## src/hdl/ile_pkg.sv

```systemverilog
// ----------------------------------------------------------------------------
// ile_pkg
// Shared constants, codes and types of the Ising lattice energy engine.
// ----------------------------------------------------------------------------
package ile_pkg;

    localparam int MAX_SIDE_DEF  = 64;
    localparam int MAX_SITES_DEF = 4096;

    localparam int SIDE_W      = 7;
    localparam int FIELD_W     = 16;
    localparam int ACT_W       = 3;
    localparam int COORD_W     = 6;
    localparam int VALUE_W     = 29;
    localparam int STATUS_W    = 2;
    localparam int CFG_IDX_W   = 1;
    localparam int IN_TDATA_W  = 16;
    localparam int OUT_TDATA_W = 32;

    localparam int BOND_W = 17;
    localparam int MAG_W  = 16;
    localparam int PROD_W = 32;

    localparam logic [ACT_W-1:0] ACT_SET   = 3'd0;
    localparam logic [ACT_W-1:0] ACT_FLIP  = 3'd1;
    localparam logic [ACT_W-1:0] ACT_DELTA = 3'd2;
    localparam logic [ACT_W-1:0] ACT_BOND  = 3'd3;
    localparam logic [ACT_W-1:0] ACT_TOTAL = 3'd4;
    localparam logic [ACT_W-1:0] ACT_MAG   = 3'd5;

    localparam logic [STATUS_W-1:0] STAT_OK      = 2'd0;
    localparam logic [STATUS_W-1:0] STAT_RANGE   = 2'd1;
    localparam logic [STATUS_W-1:0] STAT_BAD_ACT = 2'd2;

    localparam logic [CFG_IDX_W-1:0] CFG_SIDE  = 1'b0;
    localparam logic [CFG_IDX_W-1:0] CFG_FIELD = 1'b1;

    typedef struct packed {
        logic [ACT_W-1:0]   action;
        logic [COORD_W-1:0] row;
        logic [COORD_W-1:0] col;
        logic               spin_value;
    } cmd_t;

    typedef struct packed {
        logic signed [VALUE_W-1:0] value;
        logic [STATUS_W-1:0]       status;
    } res_t;

endpackage

```

## src/hdl/ile_engine.sv

```systemverilog
// ----------------------------------------------------------------------------
// ile_engine
// Sequencer: clear pass, site reads/writes and whole-lattice scan.
// ----------------------------------------------------------------------------
module ile_engine
    import ile_pkg::*;
#(
    parameter int MAX_SITES = MAX_SITES_DEF,
    parameter int ADDR_W    = $clog2(MAX_SITES_DEF)
)
(
    input  logic                      clk,
    input  logic                      rst_n,
    input  logic [SIDE_W-1:0]         side_len,
    input  logic signed [FIELD_W-1:0] field_h,
    input  logic                      cmd_valid,
    output logic                      cmd_ready,
    input  cmd_t                      cmd,
    output logic                      res_valid,
    input  logic                      res_ready,
    output res_t                      res,
    output logic                      mem_we,
    output logic [ADDR_W-1:0]         mem_waddr,
    output logic                      mem_wdata,
    output logic [ADDR_W-1:0]         mem_raddr_a,
    output logic [ADDR_W-1:0]         mem_raddr_b,
    input  logic                      mem_rdata_a,
    input  logic                      mem_rdata_b
);

    localparam int LIN_W = (2 * SIDE_W > ADDR_W) ? 2 * SIDE_W : ADDR_W;
    localparam int ST_W  = 4;

    localparam logic [ST_W-1:0] ST_CLEAR = 4'd0;
    localparam logic [ST_W-1:0] ST_IDLE  = 4'd1;
    localparam logic [ST_W-1:0] ST_RD0   = 4'd2;
    localparam logic [ST_W-1:0] ST_RD1   = 4'd3;
    localparam logic [ST_W-1:0] ST_RD2   = 4'd4;
    localparam logic [ST_W-1:0] ST_RD3   = 4'd5;
    localparam logic [ST_W-1:0] ST_SCAN  = 4'd6;
    localparam logic [ST_W-1:0] ST_TAIL  = 4'd7;
    localparam logic [ST_W-1:0] ST_FIN1  = 4'd8;
    localparam logic [ST_W-1:0] ST_FIN2  = 4'd9;
    localparam logic [ST_W-1:0] ST_DONE  = 4'd10;

    function automatic logic [LIN_W-1:0] lin_of(input logic [SIDE_W-1:0] r,
                                                input logic [SIDE_W-1:0] c,
                                                input logic [SIDE_W-1:0] l);
        return LIN_W'(r) * LIN_W'(l) + LIN_W'(c);
    endfunction

    function automatic logic oob_of(input logic [LIN_W-1:0] lin);
        return 32'(lin) >= MAX_SITES;
    endfunction

    function automatic logic signed [2:0] pm1(input logic same);
        return same ? 3'sd1 : -3'sd1;
    endfunction

    logic [ST_W-1:0]   state_reg;
    logic [ST_W-1:0]   state_next;
    logic [ADDR_W-1:0] clr_reg;
    logic              vld_reg;

    logic [ACT_W-1:0]  action_reg;
    logic [SIDE_W-1:0] r_reg;
    logic [SIDE_W-1:0] c_reg;
    logic [SIDE_W-1:0] rup_reg;
    logic [SIDE_W-1:0] rdn_reg;
    logic [SIDE_W-1:0] cl_reg;
    logic [SIDE_W-1:0] cr_reg;
    logic              spin_reg;

    logic [SIDE_W-1:0] i_reg;
    logic [SIDE_W-1:0] j_reg;
    logic [SIDE_W-1:0] jd_reg;
    logic [SIDE_W-1:0] i_dn;
    logic              oob_a_reg;
    logic              oob_b_reg;
    logic              s_reg;
    logic [2:0]        cnt_reg;
    logic              prev_reg;
    logic              first_reg;

    logic signed [BOND_W-1:0] bonds_reg;
    logic signed [MAG_W-1:0]  mag_reg;
    logic signed [PROD_W-1:0] prod_reg;
    res_t                     res_reg;

    logic [LIN_W-1:0] lin_a;
    logic [LIN_W-1:0] lin_b;
    logic [LIN_W-1:0] lin_w;
    logic             bit_a;
    logic             bit_b;

    logic [SIDE_W-1:0]         in_row;
    logic [SIDE_W-1:0]         in_col;
    logic                      in_range_err;
    logic [STATUS_W-1:0]       in_status;
    logic                      scan_last;
    logic [2:0]                cnt_tot;
    logic signed [4:0]         nsum;
    logic signed [VALUE_W-1:0] tv;
    logic signed [VALUE_W-1:0] site_val;
    logic signed [2:0]         bond_step;
    logic signed [PROD_W-1:0]  e_wide;

    assign bit_a = mem_rdata_a & ~oob_a_reg;
    assign bit_b = mem_rdata_b & ~oob_b_reg;

    assign in_row       = SIDE_W'(cmd.row);
    assign in_col       = SIDE_W'(cmd.col);
    assign in_range_err = (in_row >= side_len) || (in_col >= side_len);
    assign scan_last    = (i_reg == side_len - 1'b1) && (j_reg == side_len - 1'b1);
    assign i_dn         = (i_reg == side_len - 1'b1) ? '0 : i_reg + 1'b1;

    always_comb
    begin
        if (cmd.action > ACT_MAG)
        begin
            in_status = STAT_BAD_ACT;
        end
        else if (cmd.action <= ACT_BOND && in_range_err)
        begin
            in_status = STAT_RANGE;
        end
        else
        begin
            in_status = STAT_OK;
        end
    end

    // memory access per state
    always_comb
    begin
        lin_a     = '0;
        lin_b     = '0;
        lin_w     = '0;
        mem_we    = 1'b0;
        mem_wdata = 1'b0;
        case (state_reg)
            ST_CLEAR:
            begin
                mem_we = 1'b1;
                lin_w  = LIN_W'(clr_reg);
            end
            ST_RD0:
            begin
                lin_a = lin_of(r_reg, c_reg, side_len);
                lin_b = lin_of(rup_reg, c_reg, side_len);
                if (action_reg == ACT_SET)
                begin
                    lin_w     = lin_a;
                    mem_we    = ~oob_of(lin_a);
                    mem_wdata = spin_reg;
                end
            end
            ST_RD1:
            begin
                lin_a = lin_of(rdn_reg, c_reg, side_len);
                lin_b = lin_of(r_reg, cl_reg, side_len);
                if (action_reg == ACT_FLIP)
                begin
                    lin_w     = lin_of(r_reg, c_reg, side_len);
                    mem_we    = ~oob_a_reg;
                    mem_wdata = ~bit_a;
                end
            end
            ST_RD2:
            begin
                lin_a = lin_of(r_reg, cr_reg, side_len);
            end
            ST_SCAN:
            begin
                lin_a = lin_of(i_reg, j_reg, side_len);
                lin_b = lin_of(i_dn, j_reg, side_len);
            end
            default:
            begin
                lin_a = '0;
            end
        endcase
    end

    assign mem_raddr_a = lin_a[ADDR_W-1:0];
    assign mem_raddr_b = lin_b[ADDR_W-1:0];
    assign mem_waddr   = lin_w[ADDR_W-1:0];

    always_comb
    begin
        state_next = state_reg;
        case (state_reg)
            ST_CLEAR:
            begin
                if (clr_reg == ADDR_W'(MAX_SITES - 1))
                begin
                    state_next = ST_IDLE;
                end
            end
            ST_IDLE:
            begin
                if (cmd_valid)
                begin
                    if (in_status != STAT_OK)
                    begin
                        state_next = ST_DONE;
                    end
                    else if (cmd.action <= ACT_BOND)
                    begin
                        state_next = ST_RD0;
                    end
                    else
                    begin
                        state_next = ST_SCAN;
                    end
                end
            end
            ST_RD0:
            begin
                state_next = (action_reg == ACT_SET) ? ST_DONE : ST_RD1;
            end
            ST_RD1:
            begin
                state_next = (action_reg == ACT_FLIP) ? ST_DONE : ST_RD2;
            end
            ST_RD2:
            begin
                state_next = ST_RD3;
            end
            ST_RD3:
            begin
                state_next = ST_DONE;
            end
            ST_SCAN:
            begin
                if (scan_last)
                begin
                    state_next = ST_TAIL;
                end
            end
            ST_TAIL:
            begin
                state_next = ST_FIN1;
            end
            ST_FIN1:
            begin
                state_next = (action_reg == ACT_MAG) ? ST_DONE : ST_FIN2;
            end
            ST_FIN2:
            begin
                state_next = ST_DONE;
            end
            ST_DONE:
            begin
                if (res_ready)
                begin
                    state_next = ST_IDLE;
                end
            end
            default:
            begin
                state_next = ST_IDLE;
            end
        endcase
    end

    // site result: nsum = 2 * (up neighbors) - 4
    always_comb
    begin
        cnt_tot  = cnt_reg + {2'b00, bit_a};
        nsum     = $signed({1'b0, cnt_tot, 1'b0}) - 5'sd4;
        tv       = (VALUE_W'(nsum) <<< 8) + VALUE_W'(field_h);
        if (action_reg == ACT_DELTA)
        begin
            site_val = s_reg ? (tv <<< 1) : -(tv <<< 1);
        end
        else
        begin
            site_val = s_reg ? VALUE_W'(nsum) : -VALUE_W'(nsum);
        end
    end

    // scan: vertical bond from port b, horizontal bonds from the row stream
    always_comb
    begin
        bond_step = pm1(bit_a == bit_b);
        if (jd_reg != '0)
        begin
            bond_step = bond_step + pm1(bit_a == prev_reg);
        end
        if (jd_reg == side_len - 1'b1)
        begin
            bond_step = bond_step + pm1(bit_a == first_reg);
        end
    end

    assign e_wide = -(PROD_W'(bonds_reg) <<< 8) - prod_reg;

    always_ff @(posedge clk or negedge rst_n)
    begin
        if (!rst_n)
        begin
            state_reg <= ST_CLEAR;
            clr_reg   <= '0;
            vld_reg   <= 1'b0;
        end
        else
        begin
            state_reg <= state_next;
            vld_reg   <= (state_reg == ST_SCAN);
            if (state_reg == ST_CLEAR)
            begin
                clr_reg <= clr_reg + 1'b1;
            end
        end
    end

    always_ff @(posedge clk)
    begin
        oob_a_reg <= oob_of(lin_a);
        oob_b_reg <= oob_of(lin_b);
        jd_reg    <= j_reg;

        if (vld_reg)
        begin
            mag_reg   <= mag_reg + MAG_W'(pm1(bit_a));
            bonds_reg <= bonds_reg + BOND_W'(bond_step);
            prev_reg  <= bit_a;
            if (jd_reg == '0)
            begin
                first_reg <= bit_a;
            end
        end

        case (state_reg)
            ST_IDLE:
            begin
                if (cmd_valid)
                begin
                    action_reg     <= cmd.action;
                    r_reg          <= in_row;
                    c_reg          <= in_col;
                    rup_reg        <= (in_row == '0) ? side_len - 1'b1 : in_row - 1'b1;
                    rdn_reg        <= (in_row == side_len - 1'b1) ? '0 : in_row + 1'b1;
                    cl_reg         <= (in_col == '0) ? side_len - 1'b1 : in_col - 1'b1;
                    cr_reg         <= (in_col == side_len - 1'b1) ? '0 : in_col + 1'b1;
                    spin_reg       <= cmd.spin_value;
                    i_reg          <= '0;
                    j_reg          <= '0;
                    bonds_reg      <= '0;
                    mag_reg        <= '0;
                    res_reg.value  <= '0;
                    res_reg.status <= in_status;
                end
            end
            ST_RD1:
            begin
                s_reg   <= bit_a;
                cnt_reg <= {2'b00, bit_b};
            end
            ST_RD2:
            begin
                cnt_reg <= cnt_reg + {2'b00, bit_a} + {2'b00, bit_b};
            end
            ST_RD3:
            begin
                res_reg.value <= site_val;
            end
            ST_SCAN:
            begin
                if (j_reg == side_len - 1'b1)
                begin
                    j_reg <= '0;
                    i_reg <= i_reg + 1'b1;
                end
                else
                begin
                    j_reg <= j_reg + 1'b1;
                end
            end
            ST_FIN1:
            begin
                prod_reg      <= PROD_W'(field_h) * PROD_W'(mag_reg);
                res_reg.value <= VALUE_W'(mag_reg);
            end
            ST_FIN2:
            begin
                res_reg.value <= e_wide[VALUE_W-1:0];
            end
            default:
            begin
                s_reg <= s_reg;
            end
        endcase
    end

    assign cmd_ready = (state_reg == ST_IDLE);
    assign res_valid = (state_reg == ST_DONE);
    assign res       = res_reg;

endmodule

```

## config.mk

```make
export PLATFORM = sky130hd
export DESIGN_NAME = ile_engine
export DESIGN_NICKNAME = d
export VERILOG_FILES = /design/src/hdl/ile_pkg.sv /design/src/hdl/ile_engine.sv
export SDC_FILE = /design/constraint.sdc
export NUM_CORES = 2
export LEC_CHECK = 0
export ABC_AREA = 1
export BUFFER_PORTS_ARGS = -buffer_cell sky130_fd_sc_hd__clkbuf_2
export CAP_MARGIN = 10
export CORE_MARGIN = 2
export CORE_UTILIZATION = 70
export CTS_CLUSTER_SIZE = 28
export DETAILED_ROUTE_END_ITERATION = 16
export PLACE_DENSITY = 0.89
export SETUP_SLACK_MARGIN = 0.02
export SLEW_MARGIN = 40
export SYNTH_ARGS = -nofsm -noshare
export SYNTH_HDL_FRONTEND = slang
export SYNTH_SLANG_ARGS = --single-unit
```

## constraint.sdc

```tcl
create_clock -name clk -period 12 [get_ports clk]
set_clock_uncertainty 0.1 [all_clocks]
set_input_delay 0.6 -clock clk [delete_from_list [all_inputs] [get_ports clk]]
set_output_delay 0.6 -clock clk [all_outputs]
set_load 0.05 [all_outputs]
```

==> out/qor.txt <==
status -> finished clean
Area after DPL -> 33900 sq um
Clock power frac -> 0.271
Clk pin slew, worst setup/hold paths -> 0.08 ns
Setup crit start -> side_len[1]
PwrDens -> 64.6 nW/um^2
total negative setup slack -> 0 ns
sequential share of power -> 0.300
worst slew pin tran -> 0.843 ns
vias -> 29432
reg2reg setup slack -> 5.51 ns
Syn Area/Cell -> 7.54 sq um
vias in the first global route -> 28844
Root Buffer -> clkbuf_16
area delta synth->final -> 5.14%
largest net degree at the start of global routing -> 58
Worst Path Required -> 11.30 ns
Syn Nets -> 5165
Post-synth EDFFs -> 124
CP Capture Type -> output port
Comb power frac -> 0.428
max FFs per register -> 31
layout cells sized above 1 -> 0.0606
total global-route track usage -> 0.398
critical path arrival -> 7.09 ns
Hold Path Class -> in -> reg
Die Width -> 221 um
most frequent cells in the layout -> inv_1, nand2_1, fa_1, ha_1, nor2_1
routed wire length -> 94300 um
Final Power -> 2230 uW
Max Fclk -> 128 MHz
first-pass GRT wire length -> 149000 um
Core Rows -> 79
Critical R2R Launch -> mag_reg[6]
# IOs -> 116
Core Region -> 46500 sq um
Final nets -> 5199
Yosys cell types -> 65
Startpoint Class -> input port
buffers added on ports -> 115
Die Area -> 48700 sq um
Via-to-Cell Ratio -> 5.87
CTS buffer count -> 17
Starting Density -> 0.707
drt wl/cell -> 18.8 um
Die H -> 221 um
register area share after synthesis -> 0.152
slowest stage delay, CP -> 0.55 ns
mapped cell area -> 32900 sq um
hold wc startpoint -> cmd[13]
final setup violation count -> 0
Switching Power -> 924 uW
hold slack -> 0.187 ns
Top FF cell, synth -> edfxtp_1
critical-path maximum fanout -> 32
leak pwr -> 0.0187 uW
placer congestion estimate -> 1.01
Max Root-Sink Buffers -> 2
GRT overflow -> 0
final hold vios -> 0
Tcrit/Tclk final -> 0.649
DRT iter0 DRCs -> 3706
flops & latches, synth -> 183
initial antenna violation count -> 5
warnings from Yosys -> 0
DRC viols -> 0
Routed Antenna Nets -> 0
cell count after synthesis -> 4356
final core occ -> 0.744
clk sinks -> 183
max cap viols -> 0
Max-slew headroom -> 0.431
DR pass1 iterations -> 10
fin area -> 34600 sq um
minimum clock period -> 7.79 ns
most common cell after layout, fill and taps aside -> inv_1
critical path class -> in -> out
H-tree lvl count -> 4
RSZ-0062 raised after global routing -> false
Internal -> 1310 uW
number of gates resized after cts -> 0
fin. max-slew vios -> 0
DPL Wire Length -> 74700 um
Worst VDD drop -> 0.125 mV
clk_lat worst skew -> 0.49 ns
async set or reset register ratio after synthesis -> 0.0929
CTS tree -> done
slowest CP cell -> fa_1
sw frac -> 0.414
-- worst max-delay path, delay by kind of cell --
kind            cells  cell delay (ns)
fa+ha+maj           6             2.76
buf+inv            11             1.59
xor+xnor            1             0.08
compound gates      3             0.69
simple gates       12             1.29
-- synth_stat cells (5+ instances only) --
master     instances  share of area
a21o_1            13         0.0030
a21oi_1          227          0.035
a31oi_1           19         0.0036
buf_1              6        0.00069
buf_2             18         0.0027
clkbuf_1         101          0.012
dfrtp_1           17          0.013
dfxtp_1           42          0.026
edfxtp_1         124           0.11
fa_1             390           0.24
ha_1             374           0.14
inv_1           1033           0.12
inv_2             16         0.0018
nand2_1          933           0.11
nand2_2           13         0.0025
nand3_1          191          0.029
nand3_2            5         0.0015
nand3b_1           7         0.0016
nand4_1           44         0.0084
nor2_1           242          0.028
nor2_2             9         0.0017
nor3_1            46         0.0070
o2111ai_1          7         0.0019
o211ai_1          33         0.0075
o21a_1             7         0.0016
o21ai_0          184          0.028
o21bai_1          14         0.0032
o22ai_1           11         0.0021
o31ai_1            6         0.0014
or2_2             23         0.0044
xnor2_1           35         0.0093
xor2_1           106          0.028
-- per-stage QoR --
step	worst slack, ns	instances
2_1_floorplan	4.96	4356
3_3_place_gp	4.47	4977
3_5_place_dp	4.34	4977
6_report	4.21	5012
5_1_grt	3.81	5010
4_1_cts	4.35	5010
-- repair_timing --
item / in CTS / in global routing
hold buffers: 1 / 0
hold endpoints to repair: 17 / 0
setup buffers: 0 / 0
-- routing by layer --
metal,track usage,share of wire,vias to the layer above
li1,-,-,13573
met1,0.545,0.39,13801
met2,0.603,0.43,1810
met3,0.121,0.14,244
met4,0.135,0.033,4
met5,0,0.00034,-
-- final timing paths --
kind,end,cells after the start
min reg2reg,clr_reg[0],1
max reg2reg,prod_reg[21],22
min in group asynchronous,clr_reg[11],2
min,action_reg[0],1
max,mem_raddr_b[11],33
max in group asynchronous,clr_reg[3],2
-- layout make-up --
type | instances | area, sq um
well taps | 607 | 759
multi-input cells | 2994 | 23400
fillers | 3501 | 11900
inverters | 1050 | 3940
flip-flops and latches | 183 | 4990
diodes | 2 | 5.00
repair buffers | 144 | 798
clock inverters | 12 | 149
clock buffers | 20 | 479
-- logic make-up after synthesis --
kind of cell | after synthesis | synth area share
AND/OR/NAND/NOR | 1536 | 0.198
adder cells (fa/ha/maj) | 764 | 0.380
multiplexers | 1 | 0.000305
XOR/XNOR | 145 | 0.0405
AO/OA/AOI/OAI | 548 | 0.0933
buffers and inverters | 1179 | 0.136
flip-flops | 183 | 0.152
-- power groups by stage --
stage / registers (uW) / logic (uW) / clock network [uW]
final: 670 / 955 / 606
after global routing: 670 / 1070 / 629
after CTS: 670 / 922 / 607
after detailed placement: 684 / 914 / 0
after global placement: 684 / 890 / 0
after floorplan: 684 / 672 / 0
(Power assumes the default switching activity.)
